**src/hdl/falu_pkg.sv**
```systemverilog
// ----------------------------------------------------------------------------
// falu_pkg: shared definitions for the Q24.8 fixed-point ALU
// Operation codes, status codes, channel payload types and saturation helper.
// ----------------------------------------------------------------------------
package falu_pkg;

  localparam int FRAC_BITS = 8;
  // Quotient bits produced by the divider chain: 32 integer plus FRAC_BITS.
  localparam int NB        = 32 + FRAC_BITS;

  localparam logic signed [31:0] MAX_RAW = 32'sh7FFF_FFFF;
  localparam logic signed [31:0] MIN_RAW = 32'sh8000_0000;

  typedef enum logic [3:0] {
    OP_ADD      = 4'd0,
    OP_SUB      = 4'd1,
    OP_MUL      = 4'd2,
    OP_DIV      = 4'd3,
    OP_GT       = 4'd4,
    OP_LT       = 4'd5,
    OP_GE       = 4'd6,
    OP_LE       = 4'd7,
    OP_EQ       = 4'd8,
    OP_NE       = 4'd9,
    OP_INC      = 4'd10,
    OP_DEC      = 4'd11,
    OP_MIN      = 4'd12,
    OP_MAX      = 4'd13,
    OP_TO_INT   = 4'd14,
    OP_FROM_INT = 4'd15
  } op_t;

  localparam logic [1:0] ST_OK  = 2'd0;
  localparam logic [1:0] ST_SAT = 2'd1;
  localparam logic [1:0] ST_DZ  = 2'd2;

  typedef struct packed {
    logic [3:0]         operation;
    logic signed [31:0] operand_a;
    logic signed [31:0] operand_b;
  } in_t;

  typedef struct packed {
    logic signed [31:0] result;
    logic               flag;
    logic [1:0]         status;
  } out_t;

  // Payload handed from cell to cell.
  typedef struct packed {
    op_t                op;
    logic signed [31:0] sres;   // result of the single-cycle operations
    logic               sflag;
    logic [1:0]         sstat;
    logic signed [63:0] prod;   // full product for multiply
    logic               dz;     // divisor is zero
    logic               neg;    // quotient sign
    logic [31:0]        mb;     // divisor magnitude
    logic [31:0]        rem;    // partial remainder
    logic [NB-1:0]      nq;     // dividend bits shifting out, quotient bits in
  } cell_t;

  typedef struct packed {
    logic signed [31:0] res;
    logic [1:0]         stat;
  } sat_t;

  // Applies a sign to a magnitude and clamps to the signed 32-bit range.
  function automatic sat_t sat_mag(input logic neg, input logic [63:0] mag);
    sat_t s;
    s.stat = ST_OK;
    if (!neg && mag > 64'h0000_0000_7FFF_FFFF) begin
      s.res  = MAX_RAW;
      s.stat = ST_SAT;
    end else if (neg && mag > 64'h0000_0000_8000_0000) begin
      s.res  = MIN_RAW;
      s.stat = ST_SAT;
    end else if (neg) begin
      s.res = 32'(~mag[31:0] + 32'd1);
    end else begin
      s.res = mag[31:0];
    end
    return s;
  endfunction

endpackage

```
**src/hdl/falu_front.sv**
```systemverilog
// ----------------------------------------------------------------------------
// falu_front: operand decode
// Computes single-cycle operations, the product and the divider start values.
// ----------------------------------------------------------------------------
module falu_front import falu_pkg::*; (
  input  in_t   in_data,
  output cell_t stage
);

  logic signed [31:0] a, b;
  logic signed [32:0] sum, dif, inc, dec;
  logic signed [63:0] shl;
  logic [31:0]        ma;

  assign a = in_data.operand_a;
  assign b = in_data.operand_b;

  assign sum = {a[31], a} + {b[31], b};
  assign dif = {a[31], a} - {b[31], b};
  assign inc = {a[31], a} + 33'sd1;
  assign dec = {a[31], a} - 33'sd1;
  assign shl = 64'(a) <<< FRAC_BITS;
  assign ma  = a[31] ? 32'(-a) : a;

  function automatic sat_t sat33(input logic signed [32:0] v);
    sat_t s;
    s.stat = ST_OK;
    s.res  = v[31:0];
    if (v[32] != v[31]) begin
      s.res  = v[32] ? MIN_RAW : MAX_RAW;
      s.stat = ST_SAT;
    end
    return s;
  endfunction

  always_comb begin
    sat_t s;
    s           = '{res: '0, stat: ST_OK};
    stage.sflag = 1'b0;
    case (in_data.operation)
      OP_ADD:   s = sat33(sum);
      OP_SUB:   s = sat33(dif);
      OP_INC:   s = sat33(inc);
      OP_DEC:   s = sat33(dec);
      OP_DIV: begin
        if (b == 32'sd0) begin
          s.res  = a[31] ? MIN_RAW : MAX_RAW;
          s.stat = ST_DZ;
        end
      end
      OP_GT:    stage.sflag = a > b;
      OP_LT:    stage.sflag = a < b;
      OP_GE:    stage.sflag = a >= b;
      OP_LE:    stage.sflag = a <= b;
      OP_EQ:    stage.sflag = a == b;
      OP_NE:    stage.sflag = a != b;
      OP_MIN:   s.res = (a < b) ? a : b;
      OP_MAX:   s.res = (a > b) ? a : b;
      OP_TO_INT: s.res = a >>> FRAC_BITS;
      OP_FROM_INT: begin
        if (shl > 64'(MAX_RAW)) begin
          s.res  = MAX_RAW;
          s.stat = ST_SAT;
        end else if (shl < 64'(MIN_RAW)) begin
          s.res  = MIN_RAW;
          s.stat = ST_SAT;
        end else begin
          s.res = shl[31:0];
        end
      end
      default: s = '{res: '0, stat: ST_OK};
    endcase
    stage.op    = op_t'(in_data.operation);
    stage.sres  = s.res;
    stage.sstat = s.stat;
    stage.prod  = a * b;
    stage.dz    = (b == 32'sd0);
    stage.neg   = a[31] ^ b[31];
    stage.mb    = b[31] ? 32'(-b) : b;
    stage.rem   = '0;
    stage.nq    = {ma, {FRAC_BITS{1'b0}}};
  end

endmodule

```
**config.mk**
```make
export PLATFORM = sky130hd
export DESIGN_NAME = falu_front
export DESIGN_NICKNAME = d
export VERILOG_FILES = /design/src/hdl/falu_pkg.sv /design/src/hdl/falu_front.sv
export SDC_FILE = /design/constraint.sdc
export NUM_CORES = 2
export LEC_CHECK = 0
export BUFFER_PORTS_ARGS = -buffer_cell sky130_fd_sc_hd__buf_2
export CORE_MARGIN = 5
export CORE_UTILIZATION = 30
export DETAILED_ROUTE_END_ITERATION = 10
export PLACE_DENSITY_LB_ADDON = 0.08
export SLEW_MARGIN = 25
export SYNTH_ARGS = -nofsm -noshare
export SYNTH_HDL_FRONTEND = slang
export SYNTH_SLANG_ARGS = --single-unit
```
**constraint.sdc**
```tcl
create_clock -name vclk -period 21.3
set_clock_uncertainty 0.15 [all_clocks]
set_input_delay 2.13 -clock vclk [all_inputs]
set_output_delay 2.13 -clock vclk [all_outputs]
set_load 0.01 [all_outputs]
```
---- Word-level counts from Yosys, hierarchy flattened ----
Cells that the tools add are included.
operators by class
  $add $sub $neg .......................... 6
  multiply operators ...................... 1
  magnitude comparators ................... 6
  equal/unequal tests ..................... 20
  mux-type cells .......................... 20
  bitwise gates (word level) .............. 1
  reduce and logical (&&, ||, !) cells .... 2
operator list
  cell                     number
  $mux W32                 10
  $pmux W32 S9             1
  $mux W34                 6
  $mul A32 B32 Y64         1
  $neg A32 Y32             2
  $gt A40 B32 Y1 const B   1
  $lt A40 B32 Y1 const B   1
  $add A32 B2 Y33 const B  1
  $add A32 B32 Y33         1
  $sub A32 B2 Y33 const B  1
  $sub A32 B32 Y33         1
  $eq A32 B32 Y1           1
  $eq A4 B4 Y1 const B     8
  $ge A32 B32 Y1           1
  $gt A32 B32 Y1           1
  $le A32 B32 Y1           1
  $logic_not A32 Y1        1
  $lt A32 B32 Y1           1
  $ne A32 B32 Y1           1
  $eq A4 B3 Y1 const B     4
  $pmux W2 S6              1
  $pmux W1 S6              1
  $eq A4 B1 Y1 const B     1
  $eq A4 B2 Y1 const B     1
  other kinds (4)          7
word-level totals
  flip-flop bits (word level) ............. 0
  bits of input ports ..................... 68
  output and inout bits ................... 209
  logic and storage cells ................. 56

---- Depth between registers and ports, before layout ----
  word-level depth ........................ 4
  depth in mapped cells ................... 30
  depth with buffers taken out ............ 29

---- Worst setup path before layout ----
Ideal clock, no wire load.
  kind .................................... input-to-output
  start ................................... input in_data[63] in the netlist's numbering
  end ..................................... output stage[167] in the netlist's numbering
  arrival ................................. 10048 ps
  data required time ...................... 19020 ps
  slack ................................... 8972 ps
  stages on the path ...................... 29
  buffers on the path ..................... 3
  path through ............................ clkbuf_1 clkbuf_1 clkbuf_1 nand2_1 inv_1 fa_1 inv_1 fa_1 inv_1 fa_1 fa_1 inv_1 fa_1 inv_1 fa_1 inv_1 fa_1 inv_1 fa_1 ha_1 and3_1 nand3_1 or2_2 o21ai_0 nand4_1 a31oi_1 o21a_1 nor2_1 xnor2_1
RTL lines
  item             line             RTL
  start, declared  falu_front.sv:6  input in_t in_data,
  end, declared    falu_front.sv:7  output cell_t stage

==> summary.txt <==
Status
  • Status: finished clean

Cells and area
  • Antenna cells: 0
  • Syn-to-layout area delta: 6.50%
  • Seq_cells: 0
  • Clock buffer count: 0
  • Multi-input logic area: approximately 39000 um2
  • Share of cells above drive strength 1: under 10%
  • Final Net Count: 6625
  • Fill cells: 16.0k
  • FF+latch area: 0 um2

Setup path
  • Worst setup EP type: output pin
  • Crit. Startpoint: in_data[44]
  • Required time of the critical path: between 15000 and 20000 ps
  • Crit path kind: in -> out
  • Worst setup path end: stage[168]
  • Crit path arrival time: about 12000 ps
  • Crit start category: primary input
  • Critical Path Fanout Max: 32

Synthesis
  • Post-Syn Instances: 5221
  • Top cell type's share of synthesized area: a little under 50%
  • Top post-synthesis cells by area: fa_1, inv_1, ha_1, and2_1, nand2_1
  • Synthesized area per cell: between 8 and 9 um2
  • Biggest area consumer among synthesized cells: fa_1
  • Warnings from Yosys: 0
  • Register area share after synthesis: 0%
  • Mapped cell area: 44500 um2
  • Yosys cell types: 87

Clock network
  • Cts repair resizes: 0
  • Setup bufs post-CTS: 0
  • Post-cts hold buffer count: 0

Placed design
  • Post-DP HPWL: 142000 um
  • Gpl congestion: 0.918
  • Port buffer count: ~240

Flow run
  • Max Cap Viol: 0

Timing
  • Fin. Hold Viols: 0
  • Worst Tran Pin Value: between 1000 and 1500 ps
  • Unrepaired setup endpoints after global routing: false
  • Endpoints failing setup: 0
  • Slew Viols, Final: 0
  • TNS Setup: 0 ps
  • Relative slew slack: a little over a fifth
  • Clock period minus worst slack: approximately 14000 ps
  • Tcrit/Tclk final: 67.2%
  • F_max: between 0.06 and 0.07 GHz

Global routing
  • Initial antenna violation count: 13
  • Vias in the first global route: ~39k
  • First-pass GRT wire length: about 270000 um
  • Global route overflow: 0
  • Largest net degree at the start of global routing: between 40 and 50
  • Tot GR Track Use: between 20 and 25%

Detailed routing
  • DRT iter0 DRCs: 2256
  • DRC: 0
  • Drt via density: about 5.0
  • Drt wl/cell: around 25 um
  • Final wirelength: between 150000 and 200000 um
  • Final antenna-violating net count: 0
  • DR pass1 iterations: 5
  • Via Count: 35.7k

Hold path
  • Hold WC Path Type: in -> out
  • Hold Crit Depth: 3

Floorplan
  • Ports: 277
  • Die Height: between 300 and 400 um
  • Die area: about 160000 um2
  • Effective utilization at floorplan: 30.1%
  • Core Area: 147000 um2
  • Rows: between 100 and 150
  • Die width: 395 um
synthesized netlist by cell type, drive strengths merged, types with 16 or more instances:
library cell	instances
buf	84
o21ai	150
a21o	39
and3	16
mux2i	21
nand3	42
a211oi	18
a21oi	192
nor4	18
o31ai	17
nor2	229
or3	16
fa	1084
o21bai	23
xor2	61
xnor2	177
nand2b	30
o211ai	26
o21a	23
clkbuf	290
inv	1059
and2	439
a221oi	16
nand2	618
nand4	49
nor3	49
ha	253
logic make-up after synthesis:
| kind of cell | count (synthesis) | synth area share [%] |
|---|---|---|
| AND/OR/NAND/NOR | 1562 | 17.3 |
| multiplexers | 22 | 0.507 |
| buffers and inverters | 1434 | 12.6 |
| AO/OA/AOI/OAI | 627 | 9.04 |
| adder cells (fa/ha/maj) | 1337 | 55.9 |
| other | 1 | 0.00843 |
| XOR/XNOR | 238 | 4.69 |
layout by cell type, fill, tap and decap left out, types with 40 or more instances in the layout:
cell / n
buf_2: 237
nor2_1: 228
nand2_1: 618
a21oi_1: 191
xor2_1: 61
nand3_1: 41
and2_1: 439
inv_1: 1058
ha_1: 253
conb_1: 40
buf_4: 95
nor3_1: 44
nand4_1: 49
fa_1: 1084
xnor2_1: 177
o21ai_0: 145
critical path, stage by stage:
cell	delay [ps]
buf_2	360
buf_4	530
ha_1	470
fa_1	480
inv_1	80
fa_1	440
fa_1	460
fa_1	540
inv_1	50
fa_1	440
fa_1	420
fa_1	540
fa_1	420
ha_1	390
a211oi_1	260
nor2_1	110
o41ai_1	800
o21ai_0	340
a221oi_1	700
a211oi_1	230
buf_4	220
nor2_1	170
o21ai_0	160
a221oi_1	730
o31ai_1	200
xor2_1	170
buf_2	160
routing by layer:
metal	global-route usage [%]	wire length, um	vias up
met5	0	0	-
met3	1.21	6650	164
li1	-	-	15700
met1	30.4	75900	18900
met2	40.3	88800	922
met4	4.82	4940	0
worst min path at each step:
stage / slack [ps] / end / start
2_1_floorplan: 4140 / stage[105] / in_data[31]
3_3_place_gp: 4430 / stage[93] / in_data[21]
3_5_place_dp: 4440 / stage[93] / in_data[21]
4_1_cts: 4440 / stage[93] / in_data[21]
5_1_grt: 4460 / stage[93] / in_data[21]
6_report: 4440 / stage[93] / in_data[21]
through the flow:
stage	instance area, um2	instances	hold WS (ps)	utilization [%]	worst slack [ps]
final	47400	7148	4440	32.1	6990
after global routing	47400	7148	4460	32.1	6430
after CTS	47300	7148	4440	32.1	6900
after detailed placement	47300	7148	4440	32.1	6920
after global placement	47300	7148	4430	32.1	6910
after floorplan	44600	5260	4140	-	8970
layout make-up:
cell class         count  area share [%]
multi-input cells   3826            82.5
inverters           1060            8.40
well taps           1930            5.10
repair buffers       332            4.01
Power is left out: the tool's default activity adds up to more than one toggle a clock period on the data nets, which glitch-free logic cannot reach.
