**config.mk**
```make
export PLATFORM = sky130hd
export DESIGN_NAME = falu_cell
export DESIGN_NICKNAME = d
export VERILOG_FILES = /design/src/hdl/falu_pkg.sv /design/src/hdl/falu_cell.sv
export SDC_FILE = /design/constraint.sdc
export NUM_CORES = 1
export LEC_CHECK = 0
export BUFFER_PORTS_ARGS = -buffer_cell sky130_fd_sc_hd__buf_2
export CAP_MARGIN = 20
export CELL_PAD_IN_SITES_DETAIL_PLACEMENT = 1
export CELL_PAD_IN_SITES_GLOBAL_PLACEMENT = 2
export CORE_UTILIZATION = 30
export CTS_BUF_LIST = sky130_fd_sc_hd__clkbuf_2
export DETAILED_ROUTE_END_ITERATION = 16
export GPL_ROUTABILITY_DRIVEN = 0
export PLACE_DENSITY_LB_ADDON = 0.1
export SLEW_MARGIN = 40
export SYNTH_ARGS = -nofsm -noshare
export SYNTH_HDL_FRONTEND = slang
export SYNTH_SLANG_ARGS = --single-unit
```
**constraint.sdc**
```tcl
create_clock -name clk -period 4.2 [get_ports clk]
set_input_delay 0.63 -clock clk [delete_from_list [all_inputs] [get_ports clk]]
set_output_delay 0.63 -clock clk [all_outputs]
set_load 0.01 [all_outputs]
```
**src/hdl/falu_pkg.sv**
```systemverilog
// ----------------------------------------------------------------------------
// falu_pkg: shared definitions for the Q24.8 fixed-point ALU
// Operation codes, status codes, channel payload types and saturation helper.
// ----------------------------------------------------------------------------
package falu_pkg;

  localparam int FRAC_BITS = 8;
  // Quotient bits produced by the divider chain: 32 integer plus FRAC_BITS.
  localparam int NB        = 32 + FRAC_BITS;

  localparam logic signed [31:0] MAX_RAW = 32'sh7FFF_FFFF;
  localparam logic signed [31:0] MIN_RAW = 32'sh8000_0000;

  typedef enum logic [3:0] {
    OP_ADD      = 4'd0,
    OP_SUB      = 4'd1,
    OP_MUL      = 4'd2,
    OP_DIV      = 4'd3,
    OP_GT       = 4'd4,
    OP_LT       = 4'd5,
    OP_GE       = 4'd6,
    OP_LE       = 4'd7,
    OP_EQ       = 4'd8,
    OP_NE       = 4'd9,
    OP_INC      = 4'd10,
    OP_DEC      = 4'd11,
    OP_MIN      = 4'd12,
    OP_MAX      = 4'd13,
    OP_TO_INT   = 4'd14,
    OP_FROM_INT = 4'd15
  } op_t;

  localparam logic [1:0] ST_OK  = 2'd0;
  localparam logic [1:0] ST_SAT = 2'd1;
  localparam logic [1:0] ST_DZ  = 2'd2;

  typedef struct packed {
    logic [3:0]         operation;
    logic signed [31:0] operand_a;
    logic signed [31:0] operand_b;
  } in_t;

  typedef struct packed {
    logic signed [31:0] result;
    logic               flag;
    logic [1:0]         status;
  } out_t;

  // Payload handed from cell to cell.
  typedef struct packed {
    op_t                op;
    logic signed [31:0] sres;   // result of the single-cycle operations
    logic               sflag;
    logic [1:0]         sstat;
    logic signed [63:0] prod;   // full product for multiply
    logic               dz;     // divisor is zero
    logic               neg;    // quotient sign
    logic [31:0]        mb;     // divisor magnitude
    logic [31:0]        rem;    // partial remainder
    logic [NB-1:0]      nq;     // dividend bits shifting out, quotient bits in
  } cell_t;

  typedef struct packed {
    logic signed [31:0] res;
    logic [1:0]         stat;
  } sat_t;

  // Applies a sign to a magnitude and clamps to the signed 32-bit range.
  function automatic sat_t sat_mag(input logic neg, input logic [63:0] mag);
    sat_t s;
    s.stat = ST_OK;
    if (!neg && mag > 64'h0000_0000_7FFF_FFFF) begin
      s.res  = MAX_RAW;
      s.stat = ST_SAT;
    end else if (neg && mag > 64'h0000_0000_8000_0000) begin
      s.res  = MIN_RAW;
      s.stat = ST_SAT;
    end else if (neg) begin
      s.res = 32'(~mag[31:0] + 32'd1);
    end else begin
      s.res = mag[31:0];
    end
    return s;
  endfunction

endpackage

```
**src/hdl/falu_cell.sv**
```systemverilog
// ----------------------------------------------------------------------------
// falu_cell: one restoring division step
// Shifts one dividend bit into the remainder and one quotient bit out.
// ----------------------------------------------------------------------------
module falu_cell import falu_pkg::*; (
  input  logic  clk,
  input  logic  rst_n,
  input  logic  en,
  input  logic  in_v,
  input  cell_t in_c,
  output logic  out_v,
  output cell_t out_c
);

  logic        v_r;
  cell_t       c_r, c_nxt;
  logic [32:0] t, diff;
  logic        ge;

  assign t    = {in_c.rem, in_c.nq[NB-1]};
  assign diff = t - {1'b0, in_c.mb};
  assign ge   = (t >= {1'b0, in_c.mb});

  always_comb begin
    c_nxt     = in_c;
    c_nxt.rem = ge ? diff[31:0] : t[31:0];
    c_nxt.nq  = {in_c.nq[NB-2:0], ge};
  end

  always_ff @(posedge clk) begin
    if (!rst_n) begin
      v_r <= 1'b0;
    end else if (en) begin
      v_r <= in_v;
    end
  end

  always_ff @(posedge clk) begin
    if (en) begin
      c_r <= c_nxt;
    end
  end

  assign out_v = v_r;
  assign out_c = c_r;

endmodule

```
### After elaboration in Yosys (flattened, before gate mapping)

Cells that the tools add are included.

* bits in registers: 210
* output and inout bits: 210

* multiplexer cells: 1
* magnitude comparators: 1
* add/sub/neg operators: 1

Operators by type and width (count)
* 33-bit by 32-bit greater-or-equal comparator with 1-bit output: 1
* 32-bit two-way mux: 1
* 32-bit subtractor: 1

### Logic depth before layout (Yosys ltp)

Gate-level depths: netlist (run 1).

* word-level depth: 2
* gate-level depth with buffers: 13
* mapped depth without buffers: 12

### Worst setup path before layout (run 1)

OpenSTA, ideal clock, no wires.

* path kind: input to register
* start point: input port in_c[79] in the netlist's numbering
* end point: register c_r (netlist bit out_c[53]), data pin
* arrival: 3139 ps
* required time: 3938 ps
* buffers on the path: 2
* cell stages on the path: 12
* path slack: 799 ps
* path through: inv_1 -> ha_1 -> buf_2 -> nand4_1 -> or4_1 -> a21oi_1 -> nor3_1 -> a211oi_2 -> o21ai_2 -> o31ai_4 -> buf_4 -> mux2_1

RTL lines
* start: declaration: RTL line falu_cell.sv:10 `input cell_t in_c,`
* end signal: assignment: RTL line falu_cell.sv:40 `c_r <= c_nxt;`
* end: declaration: RTL line falu_cell.sv:16 `cell_t c_r, c_nxt;`

==> impl_metrics.csv, run 1 <==
group,metric,value,unit
run,maxCapViolCount,0,
timing,drv_slew,0,
die,row_count,61,
critical_path,r2r-end,"out_v$_SDFFE_PN0P_",
synthesis,yosysWarnings,0,
clock_network,cts_buffer_depth,3,
timing,relSlewSlack,0.685,
synthesis,synth_cell_types,48,
critical_path,crit_path_cell_trace,"dlygate4sd3_1 > buf_2 > inv_1 > ha_1 > nand4_1 > or4_1 > a21oi_1 > nor3_1 > a211oi_2 > o21ai_2 > o31ai_4 > buf_4 > mux2_1",
hold_path,holdPathStages,3,
hold_path,min_path_type,"input port to register",
clock_network,clk_latency,0.84,ns
synthesis,yosysSeqAreaShare,0.739,
global_routing,grt_first_pass_wirelength,48800,um
critical_path,cp_slowest_stage_delay,0.57,ns
routing,drt-total-wl,34200,um
routing,postRouteAntennaNets,0,
synthesis,synth_async_sr_flop_share,0,
die,fp.coreArea,27900,um^2
clock_network,cts-root-buf,"clkbuf_2",
die,fp.dieW,171,um
timing,rsz0062_at_grt,"false",
synthesis,ys_ff_latch,210,
global_routing,first_global_vias,7914,
synthesis,avgSynthCellArea,15.4,um^2
power,p_leak,6.01,nW
layout,final_common_cell,"buf_2",
layout,drive_gt1_frac,0.420,
critical_path,rr_startpoint,"out_v$_SDFFE_PN0P_",
layout,area_delta_synth_final,58.8,%
synthesis,synthFlopType,"edfxtp_1",
routing,vias_per_cell,4.51,
critical_path,worstSetupStartpointType,"input port",
routing,via_count,7415,
layout,final_cell_mix,"421 x buf_2, 209 x edfxtp_1, 186 x dlygate4sd3_1, 80 x clkbuf_2, 54 x a21oi_1",
timing,tightest_slew,0.472,ns
clock_network,tritoncts,"yes",
power,power.density,375,nW/um^2
routing,drt_iter0_drc,349,
clock_network,cts_hold_buffers,186,
timing,tns,0,ns
timing,finalWorstPathRequiredPeriod,3.50,ns
global_routing,use_met3,0.0743,
layout,finalNetCount,1465,
synthesis,synth_fp_nets,801,
die,initial_core_util,0.306,
critical_path,required,4.78,ns
global_routing,top_usage_layer,"met2",
clock_network,postCtsSetupRepairBufs,0,
synthesis,synth_edf_count,209,
hold_path,holdPathEnd,"out_c[54]$_DFFE_PP_",
global_routing,antenna_found_initial,6,
timing,skew,0,ns
global_routing,gr-usage-met2,0.385,
synthesis,syn_area,8520,um^2
routing,drt-wirelength-per-cell,20.8,um
die,die-area,29100,um^2
critical_path,slowest_stage,"dlygate4sd3_1",
placed_design,dp_hpwl,22900,um
critical_path,cp_max_fo,22,
critical_path,reg2regPathDepth,3,
die,dieHeight,171,um
timing,fmax,0.286,GHz
run_status,status,"finished, final reports clean",
critical_path,reg2reg_slack,2.96,ns
timing,setup_ws,0.701,ns
clock_network,cts_max_level,2,
timing,hold_violations,0,
critical_path,cp.arrival,4.08,ns
power,peakVddDrop,0.132,mV
clock_network,numCtsBuffers,59,
routing,drcViolationCount,0,
global_routing,grt_start_max_net_pins,110,
clock_network,clkSlewWorstSetupHoldPaths,0.11,ns
clock_network,cts_resized,0,
critical_path,worstSetupPathType,"input port to register",
global_routing,grtUsageMet1,0.246,
global_routing,grt_use_total,0.228,
placed_design,dp_slack,0.332,ns
clock_network,numClockSinks,210,
global_routing,grt-ovfl-total,0,
timing,setup_viol,0,
critical_path,end_kind,"register",
die,boundaryPins,423,
synthesis,syn_inst,555,
layout,nFillCells,3092,
hold_path,hp-start,"in_c[53]",
routing,first_pass_iters,4,
placed_design,portBuffers,422,
timing,period_share,0.833,
[Yosys cell counts, types with 3 or more instances]
master	number	area [um^2]
buf_2	8	40.0
xor2_1	11	96.3
a211oi_1	3	22.5
o21bai_1	3	22.5
nor4_1	4	25.0
mux2_1	4	45.0
o211ai_1	4	30.0
edfxtp_1	209	6280
nand2_1	27	101
nand2b_1	4	25.0
xnor2_1	16	140
inv_1	38	143
a21oi_1	54	270
nor2_1	36	135
mux2_2	6	67.6
o21ai_0	16	80.1
ha_1	32	400
buf_4	3	22.5
o21a_1	6	45.0
clkbuf_1	5	18.8
nor2b_1	3	18.8
a31oi_1	5	31.3
mux2i_1	3	30.0
a21o_1	12	90.1
nand3_1	8	40.0
nand4_1	7	43.8
[stage by stage]
step | instance area, um^2 | utilization | hold slack (ns) | instances | total power, mW
6_report | 13500 | 0.486 | 0.122 | 1644 | 5.08
5_1_grt | 13500 | 0.486 | 0.0185 | 1644 | 5.35
4_1_cts | 13500 | 0.484 | 0.000197 | 1640 | 5.10
3_5_place_dp | 11100 | 0.399 | 0.505 | 1349 | 3.50
3_3_place_gp | 11100 | 0.399 | 0.504 | 1349 | 3.49
2_1_floorplan | 8520 | - | 0.538 | 555 | 3.03
[critical path, delay by kind of cell]
| kind | cells | cell delay (ns) |
|---|---|---|
| compound gates | 4 | 0.86 |
| fa+ha+maj | 1 | 0.39 |
| buf+inv | 4 | 1.05 |
| simple gates | 3 | 0.79 |
| mux | 1 | 0.35 |
[where the power goes]
group | switching (mW) | total (mW) | internal, mW
clock network | 0.934 | 1.46 | 0.529
logic | 0.564 | 1.04 | 0.472
registers | 0.0522 | 2.58 | 2.53
total | 1.55 | 5.08 | 3.53
[sequential cells by signal, summed over array words and instances (netlist names)]
signal,count
out_c,209
out_v,1
[final cells by class]
type / count / area [um^2] / share of cell area
Sequential cell: 210 / 6300 / 0.465
Clock buffer: 80 / 400 / 0.0296
Clock inverter: 25 / 106 / 0.00786
Antenna cell: 3 / 7.51 / 0.000555
Inverter: 38 / 143 / 0.0105
Tap cell: 378 / 473 / 0.0350
Timing Repair Buffer: 620 / 4110 / 0.304
Multi-Input combinational cell: 290 / 1990 / 0.147
[how the worst max path moves through the flow]
stage,start,end,slack [ns],cells after the start
floorplan,in_c[79],out_c[53]$_DFFE_PP_,0.80,12
global placement,in_c[79],out_c[63]$_DFFE_PP_,0.47,12
detailed placement,in_c[39],out_c[70]$_DFFE_PP_,0.33,13
CTS,in_c[89],out_c[66]$_DFFE_PP_,0.76,13
global route,in_c[89],out_c[63]$_DFFE_PP_,0.52,13
finish,in_c[89],out_c[63]$_DFFE_PP_,0.70,13
[per-layer routing]
layer	wire length, um	vias to the layer above
met4	1910	6
met3	2670	104
met5	36	-
met2	16900	311
met1	12700	3536
li1	-	3458
[cells by family after synthesis]
| logic type | share of synthesized area |
|---|---|
| buf+inv | 0.0269 |
| simple gates | 0.0539 |
| xor+xnor | 0.0278 |
| mux | 0.0167 |
| compound gates | 0.0864 |
| flops | 0.739 |
| fa+ha+maj | 0.0493 |
(Power assumes the default switching activity.)
==> run 2: changes to the inputs <==
==> constraint.sdc (replaced) <==
create_clock -name clk -period 3.33 [get_ports clk]
set_input_delay 0.4995 -clock clk [delete_from_list [all_inputs] [get_ports clk]]
set_output_delay 0.4995 -clock clk [all_outputs]
set_load 0.01 [all_outputs]
==> run 2 against run 1 <==
Global-route usage rose by 0.74 points. Routed wire length rose by 2.6%. Clock skew did not move. Cell area rose by 3.0%. Setup slack got worse by 0.52 ns. Hold slack got worse by 0.0049 ns. Total power rose by 27%. Clock power rose by 24%. Sequential power rose by 26%. Die area did not move. Register-to-register slack got worse by 0.82 ns. Critical path type unchanged. Critical endpoint is now out_c[70]$_DFFE_PP_. Largest cell class unchanged.
==> impl_metrics.csv, run 2 (synthesis results as in run 1) <==
group,metric,value,unit
clock_network,cts_max_level,2,
die,fp.dieW,171,um
global_routing,grt-ovfl-total,0,
critical_path,path_buf_inv,3,
critical_path,path_depth,14,
critical_path,cp.arrival,3.72,ns
global_routing,grt_start_max_net_pins,81,
hold_path,hp-start,"in_c[68]",
power,power.density,463,nW/um^2
power,pwr-share-clk,0.281,
layout,register_area,6300,um^2
critical_path,worstSetupPathType,"input port to register",
critical_path,crit_path_cell_trace,"dlygate4sd3_1 > buf_2 > inv_1 > ha_1 > fa_1 > nand2b_1 > a21oi_1 > o21ai_0 > o311a_1 > a31oi_2 > a21oi_1 > o41ai_1 > xor2_1 > mux2_1",
power,p_leak,6.21,nW
global_routing,grt_first_pass_wirelength,50300,um
placed_design,dp_slack,-0.184,ns
power,p_switching,1.96,mW
critical_path,end_kind,"register",
placed_design,portBuffers,422,
routing,drt-wirelength-per-cell,20.8,um
critical_path,reg2reg_slack,2.14,ns
timing,whs,0.117,ns
run,maxCapViolCount,0,
routing,via_count,7575,
critical_path,cp_slowest_stage_delay,0.52,ns
clock_network,clk_latency,0.82,ns
power,p_seq_frac,0.506,
clock_network,tritoncts,"yes",
timing,relSlewSlack,0.548,
clock_network,numCtsBuffers,56,
global_routing,antenna_found_initial,8,
die,boundaryPins,423,
critical_path,reg2regPathDepth,3,
critical_path,worstSetupStartpointType,"input port",
hold_path,holdPathEnd,"out_c[69]$_DFFE_PP_",
layout,largest_register_ffs,209,
critical_path,cp_max_fo,2,
power,switching_share,0.303,
timing,period_share,0.947,
layout,stdcell_count,1689,
layout,final_cell_mix,"421 x buf_2, 209 x edfxtp_1, 205 x dlygate4sd3_1, 80 x clkbuf_2, 54 x a21oi_1",
die,row_count,61,
critical_path,crit_family,"compound AO/OA/AOI/OAI gates",
layout,final_common_cell,"buf_2",
run_status,status,"finished, final reports clean",
timing,setup_ws,0.178,ns
power,peakVddDrop,0.219,mV
routing,postRouteAntennaNets,0,
critical_path,r2r-end,"out_v$_SDFFE_PN0P_",
routing,drt_iter0_drc,381,
critical_path,required,3.90,ns
timing,tightest_slew,0.678,ns
layout,drive_gt1_frac,0.429,
routing,first_pass_iters,4,
die,dieHeight,171,um
hold_path,min_path_type,"input port to register",
clock_network,numClockSinks,210,
power,p_comb_frac,0.213,
critical_path,rr_startpoint,"out_v$_SDFFE_PN0P_",
power,intPower,4.49,mW
layout,area_delta_synth_final,63.5,%
placed_design,dp_hpwl,23400,um
critical_path,cp_common_cell,"a21oi_1",
clock_network,cts_buffer_depth,3,
placed_design,placedCellCount,1381,
timing,skew,0,ns
timing,drv_slew,0,
timing,finalWorstPathRequiredPeriod,3.15,ns
placed_design,placed_area,11400,um^2
timing,rsz0062_at_grt,"false",
critical_path,slowest_stage,"dlygate4sd3_1",
clock_network,cts-root-buf,"clkbuf_2",
routing,drt-total-wl,35100,um
die,fp.coreArea,27900,um^2
die,die-area,29100,um^2
routing,drcViolationCount,0,
clock_network,clkSlewWorstSetupHoldPaths,0.11,ns
layout,nFillCells,3086,
layout,multi_input_area,2000,um^2
hold_path,holdPathStages,3,
global_routing,grt_use_total,0.236,
timing,hold_violations,0,
layout,finalNetCount,1512,
timing,fmax,0.317,GHz
timing,setup_viol,0,
die,initial_core_util,0.306,
routing,vias_per_cell,4.48,
global_routing,first_global_vias,8255,
layout,finalInstanceArea,13900,um^2
run 2: timing repair:
| item | 4_1_cts | 5_1_grt |
|---|---|---|
| buffers inserted | 0 | 0 |
| hold buffers | 205 | 0 |
| resized for setup | 0 | 1 |
| setup endpoints to repair | 0 | 2 |
| endpoints found under the hold margin | 204 | 0 |
run 2: per-layer routing:
layer | global-route usage | routed length, um | vias up
met5 | 0 | 27 | -
li1 | - | - | 3544
met4 | 0.130 | 1960 | 4
met1 | 0.249 | 12800 | 3596
met2 | 0.425 | 17900 | 328
met3 | 0.0622 | 2390 | 103
run 2: metrics by stage:
| stage | power (mW) | util | setup TNS (ns) |
|---|---|---|---|
| 2_1_floorplan | 3.82 | - | 0 |
| 3_3_place_gp | 4.45 | 0.408 | -0.431 |
| 3_5_place_dp | 4.46 | 0.408 | -1.39 |
| 4_1_cts | 6.44 | 0.499 | 0 |
| 5_1_grt | 6.75 | 0.500 | 0 |
| 6_report | 6.44 | 0.500 | 0 |
run 2: power by group through the flow:
stage                     Clock, mW  Combinational [mW]  Sequential [mW]
final                          1.81                1.37             3.26
after floorplan                   0               0.376             3.45
after global placement            0                1.15             3.30
after CTS                      1.82                1.37             3.25
after global routing           1.98                1.48             3.28
after detailed placement          0                1.16             3.31
run 2: worst max path at each step:
stage,start,endpoint,slack (ns)
after floorplan,in_c[79],out_c[53]$_DFFE_PP_,0.06
after global placement,in_c[39],out_c[66]$_DFFE_PP_,-0.12
after detailed placement,in_c[39],out_c[70]$_DFFE_PP_,-0.18
after CTS,in_c[39],out_c[70]$_DFFE_PP_,0.19
after global routing,in_c[39],out_c[70]$_DFFE_PP_,0.02
final,in_c[39],out_c[70]$_DFFE_PP_,0.18
run 2: final cells by class:
| class | instances | share of cell area |
|---|---|---|
| timing repair buffer | 670 | 0.325 |
| clock inverter | 19 | 0.00593 |
| tap | 378 | 0.0340 |
| sequential | 210 | 0.452 |
| clock buffer | 80 | 0.0287 |
| antenna | 4 | 0.000719 |
| multi-input combinational | 290 | 0.144 |
| inverter | 38 | 0.0102 |
run 2: worst reg2reg max path, delay by kind of cell, from the launching register on:
| kind | cells | cell delay (ns) |
|---|---|---|
| mux | 1 | 0.13 |
| buf+inv | 1 | 0.57 |
| flops | 1 | 0.33 |
| simple gates | 1 | 0.06 |
