[config.mk]
export PLATFORM = sky130hd
export DESIGN_NAME = falu_back
export DESIGN_NICKNAME = d
export VERILOG_FILES = /design/src/hdl/falu_pkg.sv /design/src/hdl/falu_back.sv
export SDC_FILE = /design/constraint.sdc
export NUM_CORES = 1
export LEC_CHECK = 0
export ABC_AREA = 1
export ABC_CLOCK_PERIOD_IN_PS = 6480
export BUFFER_PORTS_ARGS = -buffer_cell sky130_fd_sc_hd__buf_4
export CAP_MARGIN = 30
export CORE_ASPECT_RATIO = 1.75
export CORE_MARGIN = 2
export CORE_UTILIZATION = 25
export DETAILED_ROUTE_END_ITERATION = 8
export GPL_TIMING_DRIVEN = 0
export SLEW_MARGIN = 15
export SYNTH_ARGS = -nofsm -noshare
export SYNTH_HDL_FRONTEND = slang
export SYNTH_SLANG_ARGS = --single-unit
[constraint.sdc]
create_clock -name vclk -period 6.48
set_clock_uncertainty 0.05 [all_clocks]
set_input_delay 0.648 -clock vclk [all_inputs]
set_output_delay 0.648 -clock vclk [all_outputs]
set_load 0.03 [all_outputs]
[src/hdl/falu_pkg.sv]
// ----------------------------------------------------------------------------
// falu_pkg: shared definitions for the Q24.8 fixed-point ALU
// Operation codes, status codes, channel payload types and saturation helper.
// ----------------------------------------------------------------------------
package falu_pkg;

  localparam int FRAC_BITS = 8;
  // Quotient bits produced by the divider chain: 32 integer plus FRAC_BITS.
  localparam int NB        = 32 + FRAC_BITS;

  localparam logic signed [31:0] MAX_RAW = 32'sh7FFF_FFFF;
  localparam logic signed [31:0] MIN_RAW = 32'sh8000_0000;

  typedef enum logic [3:0] {
    OP_ADD      = 4'd0,
    OP_SUB      = 4'd1,
    OP_MUL      = 4'd2,
    OP_DIV      = 4'd3,
    OP_GT       = 4'd4,
    OP_LT       = 4'd5,
    OP_GE       = 4'd6,
    OP_LE       = 4'd7,
    OP_EQ       = 4'd8,
    OP_NE       = 4'd9,
    OP_INC      = 4'd10,
    OP_DEC      = 4'd11,
    OP_MIN      = 4'd12,
    OP_MAX      = 4'd13,
    OP_TO_INT   = 4'd14,
    OP_FROM_INT = 4'd15
  } op_t;

  localparam logic [1:0] ST_OK  = 2'd0;
  localparam logic [1:0] ST_SAT = 2'd1;
  localparam logic [1:0] ST_DZ  = 2'd2;

  typedef struct packed {
    logic [3:0]         operation;
    logic signed [31:0] operand_a;
    logic signed [31:0] operand_b;
  } in_t;

  typedef struct packed {
    logic signed [31:0] result;
    logic               flag;
    logic [1:0]         status;
  } out_t;

  // Payload handed from cell to cell.
  typedef struct packed {
    op_t                op;
    logic signed [31:0] sres;   // result of the single-cycle operations
    logic               sflag;
    logic [1:0]         sstat;
    logic signed [63:0] prod;   // full product for multiply
    logic               dz;     // divisor is zero
    logic               neg;    // quotient sign
    logic [31:0]        mb;     // divisor magnitude
    logic [31:0]        rem;    // partial remainder
    logic [NB-1:0]      nq;     // dividend bits shifting out, quotient bits in
  } cell_t;

  typedef struct packed {
    logic signed [31:0] res;
    logic [1:0]         stat;
  } sat_t;

  // Applies a sign to a magnitude and clamps to the signed 32-bit range.
  function automatic sat_t sat_mag(input logic neg, input logic [63:0] mag);
    sat_t s;
    s.stat = ST_OK;
    if (!neg && mag > 64'h0000_0000_7FFF_FFFF) begin
      s.res  = MAX_RAW;
      s.stat = ST_SAT;
    end else if (neg && mag > 64'h0000_0000_8000_0000) begin
      s.res  = MIN_RAW;
      s.stat = ST_SAT;
    end else if (neg) begin
      s.res = 32'(~mag[31:0] + 32'd1);
    end else begin
      s.res = mag[31:0];
    end
    return s;
  endfunction

endpackage

[src/hdl/falu_back.sv]
// ----------------------------------------------------------------------------
// falu_back: result finishing
// Rounds the product and the quotient, saturates and selects the result.
// ----------------------------------------------------------------------------
module falu_back import falu_pkg::*; (
  input  cell_t stage,
  output out_t  out_data
);

  logic [63:0] pm, pq, dq;
  logic        rnd;

  assign pm  = stage.prod[63] ? 64'(-stage.prod) : 64'(stage.prod);
  assign pq  = (pm + (64'd1 << (FRAC_BITS - 1))) >> FRAC_BITS;
  assign rnd = ({stage.rem, 1'b0} >= {1'b0, stage.mb});
  assign dq  = 64'(stage.nq) + 64'(rnd);

  always_comb begin
    sat_t s;
    s = '{res: stage.sres, stat: stage.sstat};
    if (stage.op == OP_MUL) begin
      s = sat_mag(stage.prod[63], pq);
    end else if (stage.op == OP_DIV && !stage.dz) begin
      s = sat_mag(stage.neg, dq);
    end
    out_data.result = s.res;
    out_data.flag   = stage.sflag;
    out_data.status = s.stat;
  end

endmodule

-- Yosys cells after proc, flatten, opt, wreduce, memory -nomap -nowiden
Cells that the tools add are included.
- add/subtract/negate cells: 5
- multipliers: 0
- div/mod/pow operators: 0
- order comparisons: 5
- eq/ne operators: 2
- shifts and indexed selects: 0
- multiplexer cells: 11
- bitwise logic cells: 2
- reduce and logical (&&, ||, !) cells: 8
- operator list (kind ; number):
    $mux W34 ; 4
    $mux W32 ; 4
    $add A32 B1 Y32 const B ; 2
    $add A64 B8 Y64 const B ; 1
    $mux W64 ; 1
    $neg A64 Y64 ; 1
    $not A32 Y32 ; 2
    $gt A56 B31 Y1 const B ; 1
    $gt A56 B32 Y1 const B ; 1
    $add A40 B1 Y41 ; 1
    $gt A41 B31 Y1 const B ; 1
    $gt A41 B32 Y1 const B ; 1
    $ge A33 B32 Y1 ; 1
    $eq A4 B2 Y1 const B ; 2
    $logic_and A1 B1 Y1 ; 5
    $logic_not A1 Y1 ; 3
    $mux W1 ; 2
- register bits: 0
- latch bits: 0
- RAM bits: 0
- bits in read-only memories: 0
- input port bits: 209
- memories: 0

-- Depth between registers and ports, before layout
Gate-level depths: netlist of run 1.
- depth in word-level cells: 9
- mapped depth: 34
- mapped depth without buffers: 34

-- Least setup slack after synthesis of run 1
Ideal clock, no wire load.
- path kind: input to output
- start: input stage[103] in the netlist's numbering
- end: output out_data[4] in the netlist's numbering
- arrival: 4.935 ns
- setup slack: 0.847 ns
- stages: 29
- path buffers: 1
- path through: inv_1 -> ha_1 -> inv_1 -> nor2_1 -> inv_1 -> nor3_1 -> nor4b_1 -> nand3_1 -> o211ai_1 -> ha_1 -> ha_1 -> nand3_1 -> nor3_4 -> nand3_1 -> nor2_1 -> nand3_1 -> nor2_1 -> xor2_1 -> or2_2 -> nor2_1 -> nand3b_1 -> nor2_1 -> nand2_1 -> nand3_1 -> buf_2 -> nand2_1 -> nand3_1 -> a21oi_1 -> a21oi_1
- RTL lines (element ; line ; RTL):
    from (decl) ; falu_back.sv:6 ; input cell_t stage,
    to (decl) ; falu_back.sv:7 ; output out_t out_data

==> impl_results.md, run 1 <==
* Status: complete, no violations
* Final worst setup slack at 0.237 ns
* Worst path arrival time at 5.55 ns
* Register Area at 0 sq um
* RSZ-0062 raised after global routing: yes
* First-pass GRT wire length at 74,000 microns
* Vias in the first global route at 14,100
* Crit Path Max Fanout at 7
* Slowest stage cell, crit path: ha_1
* Via count at 14,000
* Die ar. at 0.0424 sq mm
* Seq cells at 0
* Initial antenna violation count at 0
* Synth Instances at 2,129
* Slew Viols, Final at 0
* Diode count at 0
* Nets at 2,630
* Mapped Nets at 2,376
* DR iter-0 viols at 645
* Detailed placement HPWL at 44,600 microns
* Pleak at 6.76 nW
* Crit start category: primary input
* Top-count cell post-synth: nand2_1
* Via density at 4.80
* Cell Rows at 97
* CP max stage delay at 0.31 ns
* Total iterations of the first detailed-routing run at 5
* Detail Route Antenna Nets at 0
* Fmax at 160 MHz
* Synth area leaders: nand2_1, nor2_1, nand3_1
* Hold_ws at 1.46 ns
* Crit Path Class: primary input to primary output
* # fillers at 4,767
* Total gr overflow at 0
* Die Y at 271 microns
* Initial Utilization at 25.4%
* GRT Util Overall at 22.6%
* Cell count of the worst hold path at 2
* Slew HR at 33.3%
* Worst EP required at 5.78 ns
* PnR Total Power at 0.000766 W
* Setup Slack @ Placement at -1.34 ns
* Warnings from Yosys at 0
* Core Area at 0.0402 sq mm
* Synthesized area at 0.0102 sq mm
* Seq/Total Area, Yosys at 0%
* Max Cap Viol at 0
* # clk buffers at 0
* Area leader, netlist: nand2_1
* WHS Endpoint: out_data[2]
* PwrDens at 58.9 mW/mm^2
* Port buffer count at 242
* CP endpoint kind: primary output
* Routed WL per cell at 17.2 microns
* Yosys cell types at 45
* Setup TNS at 0 ns
* Routed WL at 50,200 microns
* Die width at 157 microns
* Final setup violation count at 0
* Worst path top cell family by delay: simple AND/OR/NAND/NOR gates
* Top Ports at 244
* Synth top area share at 30.7%
* Start point of the worst hold path: stage[172]
* Max IR drop VDD at 0.0175 mV
* Gpl congestion at 0.965
* Final period utilization at 96.3%
* Worst min path class: primary input to primary output
* Mean Syn Cell Area at 4.79 sq um
* Top cells by count, synth: nand2_1, nor2_1, inv_1, nand3_1, xor2_1
* Post-layout util at 32.3%
* Largest net degree at the start of global routing at 11
* Layout area overhead at 27.6%
* Worst slew pin tran at 0.992 ns
* Fraction of layout cells with a size suffix above 1 at 18.9%
* WP buf/inv at 6
* Final hold violations at 0
* Tmin final at 6.24 ns
* DRC at 0
## kinds of logic after synthesis
kind of cell,share of synthesized area [%]
xor+xnor,8.17
simple gates,69.1
compound gates,6.29
buf+inv,11.8
fa+ha+maj,4.67
## power by group
group          leakage, nW  internal (W)  switching (W)
Sequential               0             0              0
Clock                    0             0              0
Combinational         6.76      0.000280       0.000486
Total                 6.76      0.000280       0.000486
## final cells by class
| class | count | area, sq um | share of cell area [%] |
|---|---|---|---|
| Multi-Input combinational cell | 1828 | 9190 | 70.7 |
| Timing Repair Buffer | 252 | 1900 | 14.7 |
| Inverter | 262 | 985 | 7.58 |
| Tap cell | 544 | 681 | 5.24 |
| Buffer | 39 | 234 | 1.80 |
## worst max path at each step
stage          slack (ns)      endpoint        from  cells after the start
5_1_grt             -0.09  out_data[15]   stage[70]                     35
3_5_place_dp        -1.34   out_data[0]   stage[70]                     31
3_3_place_gp        -1.39   out_data[0]   stage[70]                     31
2_1_floorplan        0.85   out_data[4]  stage[103]                     29
4_1_cts             -0.03   out_data[0]   stage[70]                     32
6_report             0.24  out_data[21]   stage[69]                     30
## layout by cell type, fill, tap and decap left out, drive strengths merged
master	instances
o21a	1
a31oi	1
nor3	32
nor4	8
clkinv	7
nand2	890
nand3b	17
xor2	68
o21bai	1
a211oi	1
buf	275
nor2	356
a21o	7
nor4b	1
o221ai	1
xnor2	27
o211ai	5
a22o	2
nand3	226
a21oi	32
o2111ai	1
o31ai	1
nand4	53
clkbuf	16
and2	1
ha	38
or2	4
inv	255
o21ai	54
## metal layers
layer / vias up / routed length (microns) / GRT usage, %
li1: 7214 / - / -
met2: 498 / 27100 / 45.5
met5: - / 0 / 0
met3: 175 / 2170 / 1.94
met4: 0 / 4930 / 19.1
met1: 6150 / 16000 / 19.3
## stage by stage
| step | std cells | area [sq um] |
|---|---|---|
| finish | 2925 | 13000 |
| global route | 2925 | 13000 |
| CTS | 2920 | 12900 |
| detailed placement | 2916 | 12700 |
| global placement | 2915 | 12700 |
| floorplan | 2129 | 10200 |
## what timing repair did
item                                   CTS  global route
cloned                                   0             1
pin swaps                                7            11
hold buffers                             0             0
endpoints found under the hold margin    0             0
gates resized for setup                 29            24
setup buffers                            4             4
setup endpoints to repair               33            33
(Power assumes the default switching activity.)
==> run 2, diff against run 1 <==
ABC_AREA = default   (was 1)
BUFFER_PORTS_ARGS = default   (was -buffer_cell sky130_fd_sc_hd__buf_4)
CORE_MARGIN = 3   (was 2)
DONT_BUFFER_PORTS = 1   (was default)
==> run 2 against run 1 <==
- worst hold slack worse by 0.079 ns
- final cell count down 39%
- critical path depth down 1
- the flow now finishes with violations (setup timing)
==> impl_results.md, run 2 <==
* Synth top area share at 9.18% (-21 points)
* Fmax at 150 MHz (-6.1%)
* Synth Instances at 1,285 (-40%)
* RSZ-0062 raised after global routing: yes
* Worst path top cell family by delay: compound AO/OA/AOI/OAI gates
* Layout area overhead at 44.9%
* CP max stage delay at 0.51 ns (+0.20 ns)
* PwrDens at 57.2 mW/mm^2 (-2.9%)
* Status: finished with violations
* Die ar. at 0.0355 sq mm (-16%)
* Max Cap Viol at 0 (unchanged)
* Initial Utilization at 25.6% (+0.23 points)
* Total iterations of the first detailed-routing run at 5 (unchanged)
* # clk buffers at 0 (unchanged)
* Tmin final at 6.65 ns (+0.405 ns)
* Slew HR at 30.9% (-2.5 points)
* Diode count at 0 (unchanged)
* Via count at 11,000 (-21%)
* Via density at 6.17 (+29%)
* Warnings from Yosys at 0 (unchanged)
* Nets at 1,634 (-38%)
* Die width at 144 microns (-8.2%)
* DR iter-0 viols at 543 (-16%)
* Routed WL at 44,000 microns (-13%)
* Top Ports at 244 (unchanged)
* Max IR drop VDD at 0.0237 mV (+36%)
* Setup Slack @ Placement at -2.20 ns (-0.852 ns)
* Crit Path Max Fanout at 4 (-3)
* Seq cells at 0 (unchanged)
* Vias in the first global route at 11,000 (-22%)
* Mux contribution to synthesized area at 1.04% (+1.0 points)
* GRT Util Overall at 23.0% (+0.36 points)
* Cell Rows at 87 (-10%)
* Crit Path Class: primary input to primary output
* Met3 wire length at 3200 microns (+48%)
* Die Y at 247 microns (-8.9%)
* Xor and xnor area share after synthesis at 17.2% (+9.0 points)
* Cell count of the worst hold path at 1 (-1)
* Slowest stage cell, crit path: a211oi_4
* Mean Syn Cell Area at 6.46 sq um (+35%)
* Total gr overflow at 0 (unchanged)
* Compound-Gate Fraction of Synth Area at 29.1% (+23 points)
* Port buffer count at 0 (-100%)
* Cts hold-fix bufs at 0 (unchanged)
* Met1 Wirelength at 13,300 microns (-17%)
* Slew Viols, Final at 0 (unchanged)
* Fraction of layout cells with a size suffix above 1 at 30.4% (+11 points)
* Synth area leaders: xnor2_1, xor2_1, ha_1
* Post-layout util at 37.1% (+4.7 points)
* Top cells by count, synth: nand2_1, nor2_1, xnor2_1, xor2_1, inv_1
* Synth Area in Simple Gates at 40.1% (-29 points)
* Largest net degree at the start of global routing at 19 (+8)
* CP endpoint kind: primary output
* Core Area at 0.0324 sq mm (-19%)
* Initial antenna violation count at 0 (unchanged)
* Yosys cell types at 82 (+82%)
* Largest family of logic cells by synthesized area: simple AND/OR/NAND/NOR gates
* Seq/Total Area, Yosys at 0% (unchanged)
* Mapped Nets at 1,532 (-36%)
* Most frequent cells in the layout: nand2_1, buf_4, nor2_1, xnor2_1, xor2_1
* Final worst setup slack at -0.168 ns (-0.405 ns)
* Synthesized area at 0.00830 sq mm (-19%)
* Final period utilization at 103% (+6.2 points)
* Most used cell, CP: o21a_1
* Post-Synth Adder-Cell Area at 5.73% (+1.1 points)
* Commonest non-fill, non-tap cell in the layout: nand2_1
* Routed WL per cell at 24.6 microns (+43%)
* Pleak at 4.04 nW (-40%)
* Final setup violation count at 30 (+30)
* WP buf/inv at 2 (-4)
* # fillers at 3,355 (-30%)
* Start point of the worst hold path: stage[172]
* Area leader, netlist: xnor2_1
* Worst slew pin tran at 1.03 ns (+0.0408 ns)
* Metal2 WL at 24,700 microns (-9.0%)
* Detail Route Antenna Nets at 0 (unchanged)
* Top Layer Used: met4
* Register Area at 0 sq um (unchanged)
* Worst EP required at 5.78 ns (about the same)
* First-pass GRT wire length at 63,900 microns (-14%)
* WHS Endpoint: out_data[2]
* Final hold violations at 0 (unchanged)
* Gpl congestion at 0.980 (+1.5%)
* Failing checks: setup timing
* DRC at 0 (unchanged)
* Crit start category: primary input
* Worst path arrival time at 5.95 ns (+0.40 ns)
* Detailed placement HPWL at 35,000 microns (-21%)
* Worst min path class: primary input to primary output
-- run 2: cell count changes after synthesis, moves of 23 or more --
cell / previous run / this run
nor2_1: 309 / 105
nand2_2: 48 / 0
nor2_2: 29 / 0
nand3_1: 213 / 52
a21oi_1: 32 / 57
nand2_1: 832 / 105
clkbuf_1: 14 / 53
xnor2_1: 27 / 87
inv_1: 247 / 59
nor3_1: 29 / 53
nor4_1: 8 / 36
o31ai_1: 1 / 31
and3_1: 0 / 23
-- run 2: final cells by class --
class              instances  area [sq um]  area share [%]
repair buffers           108           912            7.58
plain buffers             72           577            4.80
well taps                400           500            4.16
multi-input cells       1146          9810            81.6
inverters                 59           229            1.90
-- run 2: power breakdown --
part           total (W)  internal [W]  leakage (nW)  switching, W
sequential             0             0             0             0
clock                  0             0             0             0
combinational   0.000688      0.000263          4.04      0.000425
-- run 2: timing repair --
action,CTS,global route
endpoints found under the setup margin,33,33
pin swaps,58,98
cloned,3,2
gates resized for setup,147,195
setup buffers,52,51
hold endpoints to repair,0,0
-- run 2: worst max path at each step --
stage                    start           end  slack [ns]  cells after the start
floorplan           stage[169]  out_data[25]       -0.28                     28
global placement    stage[169]  out_data[15]       -2.14                     28
detailed placement  stage[169]  out_data[15]       -2.20                     28
CTS                 stage[169]  out_data[28]       -0.49                     26
global route         stage[73]  out_data[34]       -0.42                     31
finish               stage[73]  out_data[34]       -0.17                     29
-- run 2: per-layer routing --
metal | vias up | track usage, %
met4 | 0 | 10.2
met5 | - | 0
met2 | 509 | 47.1
li1 | 5088 | -
met3 | 154 | 6.02
met1 | 5269 | 20.0
-- run 2: stage by stage --
stage	instance area [sq um]	power, W	cells	setup TNS, ns	hold WS, ns
after floorplan	9040	0.000446	1285	-7.12	1.38
after global placement	9540	0.000567	1685	-62.73	1.39
after detailed placement	9550	0.000572	1686	-64.46	1.39
after CTS	10700	0.000629	1737	-13.25	1.39
after global routing	12000	0.000743	1785	-10.58	1.39
final	12000	0.000688	1785	-2.29	1.38
-- run 2: kinds of logic after synthesis --
kind of cell             after synthesis
multiplexers                           8
AND/OR/NAND/NOR                      593
buffers and inverters                139
adder cells (fa/ha/maj)               38
AO/OA/AOI/OAI                        344
XOR/XNOR                             163
==> run 3, diff against run 2 <==
TNS_END_PERCENT = 5   (was default)
==> run 3 against run 2 <==
- the run still ends with setup timing left
- die area stayed put
- worst hold slack got worse by 0.0057 ns
- non-clock buffer count decreased by 48
- core utilization is 3.7 points lower
- worst setup slack got worse by 0.27 ns
- maximum frequency down 3.9%
- critical endpoint is now out_data[28]
- largest cell class unchanged
==> impl_results.md, run 3 (synthesis gave the netlist of run 2 again) <==
* Total iterations of the first detailed-routing run at 5 (unchanged)
* Fraction of layout cells with a size suffix above 1 at 20.3% (-10 points)
* Non-Filler Instances at 1,737 (-2.7%)
* Most frequent cells in the layout: nand2_1, nor2_1, xnor2_1, xor2_1, inv_1
* Nets at 1,586 (-2.9%)
* Final worst setup slack at -0.437 ns (-0.269 ns)
* Combinational group share of total power at 100.0% (about the same)
* Crit Path Max Fanout at 5 (+1)
* Initial antenna violation count at 1 (+1)
* Routed WL at 42,500 microns (-3.4%)
* Port buffer count at 0 (unchanged)
* Register Area at 0 sq um (unchanged)
* Max IR drop VDD at 0.0230 mV (-3.1%)
* PnR Total Power at 0.000642 W (-6.8%)
* Worst min path class: primary input to primary output
* Die Y at 247 microns (unchanged)
* Cts hold-fix bufs at 0 (unchanged)
* Status: finished with violations
* Worst EP required at 5.78 ns (about the same)
* Initial Utilization at 25.6% (unchanged)
* GRT Util Overall at 22.2% (-0.74 points)
* Psw at 0.000403 W (-5.2%)
* Met3 wire length at 3180 microns (-0.66%)
* Final setup violation count at 33 (+10%)
* Detail Route Antenna Nets at 0 (unchanged)
* Placed Instances at 1,685 (-0.059%)
* Slew HR at 38.2% (+7.3 points)
* Diode count at 0 (unchanged)
* Worst slew pin tran at 0.925 ns (-0.108 ns)
* Final period utilization at 107% (+4.2 points)
* Detailed placement HPWL at 34,800 microns (-0.53%)
* Metal2 WL at 23,900 microns (-3.3%)
* Pleak at 3.61 nW (-11%)
* Top Layer Used: met5
* Crit start category: primary input
* # fillers at 3,498 (+4.3%)
* Met1 Wirelength at 13,600 microns (+2.1%)
* Failing checks: setup timing
* Crit Path Class: primary input to primary output
* PwrDens at 59.2 mW/mm^2 (+3.5%)
* DRC at 0 (unchanged)
* Hold_ws at 1.38 ns (-0.00573 ns)
* Seq pwr share at 0% (unchanged)
* DR iter-0 viols at 619 (+14%)
* Routed WL per cell at 24.5 microns (-0.69%)
* Area of the multi-input gates at 0.00907 sq mm (-7.5%)
* Post-Layout Inst Area at 0.0108 sq mm (-9.9%)
* RSZ-0062 raised after global routing: yes
* Core Area at 0.0324 sq mm (unchanged)
* DP Area at 0.00950 sq mm (-0.56%)
* Final hold violations at 0 (unchanged)
* Via count at 10,600 (-3.8%)
* Layout area overhead at 30.5%
* Slew Viols, Final at 0 (unchanged)
* Total gr overflow at 0 (unchanged)
* Sw frac at 62.9% (+1.1 points)
* Commonest non-fill, non-tap cell in the layout: nand2_1
* Max Cap Viol at 0 (unchanged)
* P_int at 0.000238 W (-9.5%)
* Gpl congestion at 0.946 (-3.5%)
* First-pass GRT wire length at 61,800 microns (-3.3%)
* Seq cells at 0 (unchanged)
* Vias in the first global route at 10,600 (-4.0%)
* Setup Slack @ Placement at -2.04 ns (+0.153 ns)
* Worst path arrival time at 6.22 ns (+0.27 ns)
* Largest net degree at the start of global routing at 19 (unchanged)
* Die ar. at 0.0355 sq mm (unchanged)
* # clk buffers at 0 (unchanged)
* Clock Power Share at 0% (unchanged)
* Tmin final at 6.92 ns (+0.269 ns)
* CP endpoint kind: primary output
* Via density at 6.10 (-1.2%)
* Cell Rows at 87 (unchanged)
* Die width at 144 microns (unchanged)
* Top Ports at 244 (unchanged)
* Fmax at 145 MHz (-3.9%)
## run 3: cell count changes in the layout (fill, tap and decap cells not counted), sizes merged
cell | before | now
buf | 130 | 88
clkbuf | 49 | 44
clkdlybuf4s15 | 1 | 0
## run 3: final timing paths
path              slack [ns]           end  depth (start not counted)  startpoint
setup / recovery       -0.44  out_data[28]                         27  stage[169]
hold / removal          1.38   out_data[2]                          1  stage[172]
## run 3: per-layer routing
layer	vias up	global-route usage (%)
met4	2	6.40
met3	84	5.11
met5	-	0
li1	4990	-
met1	5083	20.7
met2	440	46.2
## run 3: per-stage QoR
step | TNS, ns | util [%]
after floorplan | -7.88 | -
after global placement | -58.68 | 29.3
after detailed placement | -62.28 | 29.3
after CTS | -13.31 | 31.8
after global routing | -18.20 | 33.4
final | -12.69 | 33.4
## run 3: critical path, cell delays in order
cell and delay [ns]:
clkbuf_16 0.12, clkbuf_16 0.14, clkbuf_16 0.14, buf_12 0.12, buf_12 0.11, clkbuf_16 0.14, buf_12 0.12, clkbuf_16 0.14
o21ai_2 0.06, xnor2_1 0.14, ha_2 0.24, nor4bb_4 0.21, a31oi_1 0.07, mux2_4 0.33, or2_1 0.22, clkbuf_8 0.16
nor3_4 0.28, nand3_2 0.15, or4_4 0.55, a211o_1 0.28, a221oi_4 0.31, nand4_4 0.16, nand4b_4 0.23, a221o_2 0.44
buf_12 0.15, buf_12 0.14, o31ai_4 0.41
## run 3: layout make-up
type | instances | share of cell area, %
multi-input cells | 1146 | 83.7
inverters | 59 | 2.04
repair buffers | 57 | 4.37
well taps | 400 | 4.62
plain buffers | 75 | 5.22
## run 3: what timing repair did
| item | CTS | global route |
|---|---|---|
| pin swaps | 39 | 49 |
| buffers inserted | 42 | 14 |
| gates resized for setup | 100 | 81 |
| setup endpoints to repair | 33 | 33 |
| gates cloned | 1 | 0 |
## run 3: power groups by stage
stage | clock network, W | registers [W] | logic (W)
after floorplan | 0 | 0 | 0.000444
after global placement | 0 | 0 | 0.000566
after detailed placement | 0 | 0 | 0.000571
after CTS | 0 | 0 | 0.000611
after global routing | 0 | 0 | 0.000687
final | 0 | 0 | 0.000642
